File: src/design/lps_pkg.sv
`default_nettype none
// ----------------------------------------------------------------------------
// lps_pkg
// Shared widths, operation and status codes, and the cell control type for
// the positional list store.
// ----------------------------------------------------------------------------
package lps_pkg;

  localparam int DEFAULT_CAPACITY = 64;

  localparam int MODE_W  = 3;
  localparam int VALUE_W = 32;
  localparam int POS_W   = 7;
  localparam int STAT_W  = 2;
  localparam int COUNT_W = 7;

  localparam logic [MODE_W-1:0] MODE_APPEND   = 3'd0;
  localparam logic [MODE_W-1:0] MODE_INSERT   = 3'd1;
  localparam logic [MODE_W-1:0] MODE_REMOVE   = 3'd2;
  localparam logic [MODE_W-1:0] MODE_READ_FWD = 3'd3;
  localparam logic [MODE_W-1:0] MODE_READ_BWD = 3'd4;

  localparam logic [STAT_W-1:0] ST_OK    = 2'd0;
  localparam logic [STAT_W-1:0] ST_RANGE = 2'd1;
  localparam logic [STAT_W-1:0] ST_FULL  = 2'd2;
  localparam logic [STAT_W-1:0] ST_EMPTY = 2'd3;

  typedef enum logic [2:0] {
    CMD_HOLD,
    CMD_INSERT,
    CMD_REMOVE,
    CMD_ROT_FWD,
    CMD_ROT_BWD
  } cell_cmd_t;

  // Broadcast to every cell of the chain in each cycle.
  typedef struct packed {
    cell_cmd_t                  cmd;
    logic [POS_W-1:0]           pos;
    logic [POS_W-1:0]           count;
    logic signed [VALUE_W-1:0]  value;
  } cell_ctrl_t;

endpackage
`default_nettype wire

File: src/design/lps_cell.sv
`default_nettype none
// ----------------------------------------------------------------------------
// lps_cell
// One list slot. Holds the element at index IDX and, on command, loads the
// new value or takes a neighbor's element to shift or rotate the list.
// ----------------------------------------------------------------------------
module lps_cell #(
  parameter int IDX = 0
) (
  input  wire                          clk,
  input  wire lps_pkg::cell_ctrl_t     ctrl,
  input  wire signed [31:0]            prev_i,
  input  wire signed [31:0]            next_i,
  input  wire signed [31:0]            head_i,
  input  wire signed [31:0]            tail_i,
  output logic signed [31:0]           data_o
);
  import lps_pkg::*;

  localparam logic [POS_W-1:0] MY_IDX  = POS_W'(IDX);
  localparam logic [POS_W-1:0] MY_IDX1 = POS_W'(IDX + 1);

  logic signed [VALUE_W-1:0] data_r;
  logic signed [VALUE_W-1:0] data_nxt;

  always_comb begin
    data_nxt = data_r;
    case (ctrl.cmd)
      CMD_INSERT: begin
        if (MY_IDX == ctrl.pos) begin
          data_nxt = ctrl.value;
        end else if (MY_IDX > ctrl.pos && MY_IDX <= ctrl.count) begin
          data_nxt = prev_i;
        end
      end
      CMD_REMOVE: begin
        if (MY_IDX >= ctrl.pos && MY_IDX1 < ctrl.count) begin
          data_nxt = next_i;
        end
      end
      CMD_ROT_FWD: begin
        // The front element wraps around to the last held slot.
        if (MY_IDX1 < ctrl.count) begin
          data_nxt = next_i;
        end else if (MY_IDX1 == ctrl.count) begin
          data_nxt = head_i;
        end
      end
      CMD_ROT_BWD: begin
        if (IDX == 0) begin
          data_nxt = tail_i;
        end else if (MY_IDX < ctrl.count) begin
          data_nxt = prev_i;
        end
      end
      default: data_nxt = data_r;
    endcase
  end

  always_ff @(posedge clk) begin
    data_r <= data_nxt;
  end

  assign data_o = data_r;

endmodule
`default_nettype wire

File: config.mk
export PLATFORM = sky130hd
export DESIGN_NAME = lps_cell
export DESIGN_NICKNAME = d
export VERILOG_FILES = /design/src/design/lps_pkg.sv /design/src/design/lps_cell.sv
export SDC_FILE = /design/constraint.sdc
export NUM_CORES = 1
export LEC_CHECK = 0
export BUFFER_PORTS_ARGS = -buffer_cell sky130_fd_sc_hd__buf_2
export CAP_MARGIN = 20
export CORE_ASPECT_RATIO = 1.4
export CORE_MARGIN = 5
export CORE_UTILIZATION = 30
export DETAILED_ROUTE_END_ITERATION = 7
export PLACE_DENSITY = 0.7
export SLEW_MARGIN = 5
export SYNTH_ARGS = -nofsm -noshare
export SYNTH_HDL_FRONTEND = slang
export SYNTH_SLANG_ARGS = --single-unit
File: constraint.sdc
create_clock -name clk -period 3.2 [get_ports clk]
set_input_delay 0.16 -clock clk [delete_from_list [all_inputs] [get_ports clk]]
set_output_delay 0.16 -clock clk [all_outputs]
set_load 0.01 [all_outputs]
### Word level (Yosys, flattened, before mapping)

Cells that the tools add are included.

| storage, ports and cells | value |
|---|---|
| flip-flop bits (word level) | 32 |
| bits of input ports | 178 |
| logic and storage cells | 24 |
| output and inout port bits | 32 |

| cells by class | value |
|---|---|
| multiplexer cells | 6 |
| equal/unequal tests | 8 |
| $lt $le $gt $ge | 4 |
| reduce and logical (&&, ||, !) cells | 5 |

Operators with widths:

| kind | number |
|---|---|
| 32-bit 2-to-1 mux | 5 |
| 32-bit case mux with 4 select lines | 1 |
| 1-bit by 7-bit equality test with 1-bit output (first input constant) | 1 |
| 1-bit by 7-bit >= comparator with 1-bit output (first input constant) | 1 |
| 1-bit by 7-bit > comparator with 1-bit output (first input constant) | 1 |
| 1-bit by 7-bit <= comparator with 1-bit output (first input constant) | 1 |
| 7-bit zero test | 1 |
| 1-bit by 7-bit < comparator with 1-bit output (first input constant) | 1 |
| 3-bit by 2-bit equality test with 1-bit output (second input constant) | 2 |
| 3-bit != test (second input constant) | 2 |
| 4-bit AND reduction | 1 |
| 4-bit nonzero test | 1 |
| 3-bit by 1-bit equality test with 1-bit output (second input constant) | 1 |
| 3-bit equality test (second input constant) | 1 |
| 1-bit logical AND | 2 |
| 2-bit != test (second input constant) | 1 |

### Logic depth before layout (Yosys ltp)

| logic depth | value |
|---|---|
| depth in word-level cells | 5 |
| mapped depth | 6 |
| gate-level depth less buffers | 4 |

### Worst setup path after synthesis

Ideal clock, no wire load.

| path | value |
|---|---|
| path type | input to register |
| from | input port ctrl[42] (netlist name) |
| to | register data_r[0] (netlist: data_o[0]), enable pin |
| slack | 171 ps |
| stages on the path | 4 |
| library setup time | 433 ps |
| data required time | 2,767 ps |
| arrival | 2,596 ps |
| buffers on the path | 0 |
| path through | or4_1 > nor3_1 > mux2i_1 > o22ai_1 |

| between the ends | value |
|---|---|
| word-level cells in the longest chain between the ends | 4 |
| elaborated cells between the ends (all ways) | 8 |
| those cells by class | order compare (2); eq/ne (2); reduce/logical (4) |

RTL lines:

| element | line | RTL |
|---|---|---|
| from (decl) | lps_cell.sv:11 | `input wire lps_pkg::cell_ctrl_t ctrl,` |
| 1-bit by 7-bit > comparator with 1-bit output / 1-bit by 7-bit >= comparator with 1-bit output (equally long branches) | lps_cell.sv:32, lps_cell.sv:37 |  |
| 1-bit logical AND (on tied branches) | lps_cell.sv:32, lps_cell.sv:37 |  |
| 3-bit != test (no source line) / 2-bit != test (equally long branches) | n/a |  |
| 4-bit AND reduction (no source line) (*) | n/a |  |
| to (signal assigned) | lps_cell.sv:61 | `data_r <= data_nxt;` |
| to (decl) | lps_cell.sv:23 | `logic signed [VALUE_W-1:0] data_r;` |

Every way passes the cells marked *; elsewhere a longest branch is shown, timed or not.
A chain may end at the register's enable or synchronous reset.

### Final worst setup path

| path | value |
|---|---|
| from | input port ctrl[42] (netlist name) |
| to | register data_r[23] (netlist: data_o[23]), enable pin |

Same word-level chain as after synthesis.

==> results.yml <==
outcome:
  status: "complete, no violations"
global_route:
  grt_pass1_vias: 2688
  grt_pass1_wl_mm: 12.4
  overflow: 0
  grt_antenna_before_repair: 0
  grt_max_degree: 35
  track_usage_pct: 17.1
detailed_routing:
  via_count: 2590
  dr.pass1.iters: 8
  drt_wl_total_mm: 8.41
  drt_drc_violations_left: 0
  drt_iter0_markers: 198
  avgViaCountPerCell: 5.20
  detail-route-antenna-nets: 0
  drt-wirelength-per-cell_microns: 16.9
floorplan:
  die_h_microns: 112
  start_util_pct: 30.4
  io_pins: 210
  die_area_sq_um: 9260
  die-width_microns: 82.8
  fp.coreArea_sq_um: 7310
  placementRows: 37
critical_path:
  timing.critical_path.slowest_cell_delay_ns: 0.80
  slowest_stage: "o22ai_4"
  crit_fanout: 32
  worstPathRequired_ns: 3.09
  path_cells: "buf_2 -> or4_1 -> nor3_1 -> mux2i_1 -> o22ai_4"
  start_kind: "primary input"
  path_buf_inv: 1
  startpoint: "ctrl[42]"
  cp-end-kind: "flip-flop"
  critical_path.top_delay_family: "compound AO/OA/AOI/OAI gates"
  critical_path_class: "primary input to flip-flop"
  arrival_ns: 2.01
finish:
  multi_input_area_sq_um: 1180
  nets: 579
  num-fill-cells: 721
  areaGrowthSynthToFinish_pct: 54.4
  seq_area_sq_um: 961
  n_antenna_cell: 0
  drive_gt1_share_pct: 57.1
  largest_register_ffs: 32
sta:
  rsz0062_at_grt: "false"
  period_share_pct: 66.0
  slew_violations: 0
  tns_ns: 0
  hold_violations: 0
  finalSetupViolations: 0
  timing.hold.ws_ns: 0.179
  max-slew-margin-rel_pct: 30.2
  timing.fmax_ghz: 0.473
  finalCriticalPeriod_ns: 2.11
  tightest_slew_ns: 1.05
synthesis:
  synthCells: 197
  synth_top_family_by_area: "compound AO/OA/AOI/OAI gates"
  synth-compound-area-share_pct: 26.7
  yosysTopAreaCellShare_pct: 43.2
  netlist-cell-type-count: 22
  async_reset_ff_share_pct: 0
  synth_fa_ha_area_share_pct: 0
  ys_ff_latch: 32
  synth_top_cells_by_count: "mux2i_1, nand2_1, a222oi_1, edfxtp_1, o211ai_1"
  synth-edff-count: 32
  yosysTopAreaCell: "edfxtp_1"
  yosysWarnings: 0
  yosysSeqAreaShare_pct: 43.2
  syn-cell-area_sq_um: 2220
  synth_area_leaders: "edfxtp_1, mux2i_1, a222oi_1, o211ai_1, nand2_1"
  avgSynthCellArea_sq_um: 11.3
  synthMuxAreaShare_pct: 14.8
  syn_nets: 375
  synth-xor-area-share_pct: 0
  synthFlopType: "edfxtp_1"
  synth-simple-area-share_pct: 9.39
hold_path:
  hp-class: "primary input to flip-flop"
  hold_start: "ctrl[17]"
clock_network:
  cts-htree-levels: 2
  clk_path_buf_depth: 2
  clock-sinks: 32
  cts_setup_buffers: 0
  cts_root_buffer: "clkbuf_8"
  cts_resized: 0
  tritoncts: "built"
  cts_made_buffers: 5
  clk_pin_slew_worst_paths_ns: 0.06
  cts_hold_buf: 0
placed_design:
  dp_hpwl_mm: 6.58
  port_buffers: 209
  place_congestion: 0.763
flow_run:
  cap_viol_max_count: 0
power_and_ir_drop:
  ir_worst_vdd_mv: 0.173
  power_w: 0.00112
  leakage_nw: 1.71
  p_per_area_nw_per_um2: 326
==> cell usage in the layout, fill, tap and decap left out, drive strengths merged, types with 2 or more instances in the layout <==
master,instances
nor4,2
a222oi,32
o211ai,32
edfxtp,32
or4,2
nand2,33
or3,2
buf,216
mux2i,33
nor3,2
clkbuf,6
==> kinds of logic after synthesis <==
group | count (synthesis)
buffers and inverters | 19
flip-flops | 32
AO/OA/AOI/OAI | 68
multiplexers | 33
AND/OR/NAND/NOR | 45
==> metal layers <==
| layer | routed length (microns) | up-vias | part of all wire [%] | track usage [%] |
|---|---|---|---|---|
| li1 | - | 1263 | - | - |
| met1 | 3080 | 1170 | 37 | 19.0 |
| met2 | 4460 | 151 | 53 | 31.3 |
| met3 | 777 | 6 | 9.2 | 3.80 |
| met4 | 86 | 0 | 1.0 | 4.80 |
| met5 | 0 | - | 0 | 0 |
==> cell type report <==
class                           count  area share [%]
Tap cell                           97            3.53
Sequential cell                    32            28.0
Timing Repair Buffer              216            32.0
Clock inverter                      1           0.146
Multi-Input combinational cell    146            34.3
Clock buffer                        6            2.11
==> path summary, 6_finish.rpt <==
kind,endpoint,slack (ns),depth (start not counted)
hold / removal,data_o[17]$_DFFE_PP_,0.18,3
setup / recovery,data_o[23]$_DFFE_PP_,1.09,5
==> power breakdown <==
group | switching [W] | internal (W) | total (W)
Combinational | 0.000153 | 0.000161 | 0.000314
Sequential | 0.00000790 | 0.000515 | 0.000523
Clock | 0.000134 | 0.000148 | 0.000282
Total | 0.000296 | 0.000823 | 0.00112
==> stage by stage <==
stage	std cells	cell area, sq um	worst slack (ns)	util, %
after detailed placement	491	3360	0.761	45.9
after CTS	498	3440	1.07	47.0
after floorplan	197	2220	0.171	-
after global routing	498	3440	0.846	47.0
after global placement	491	3360	0.816	45.9
final	498	3440	1.09	47.0
Note: power is estimated with default switching activity, not from simulation.
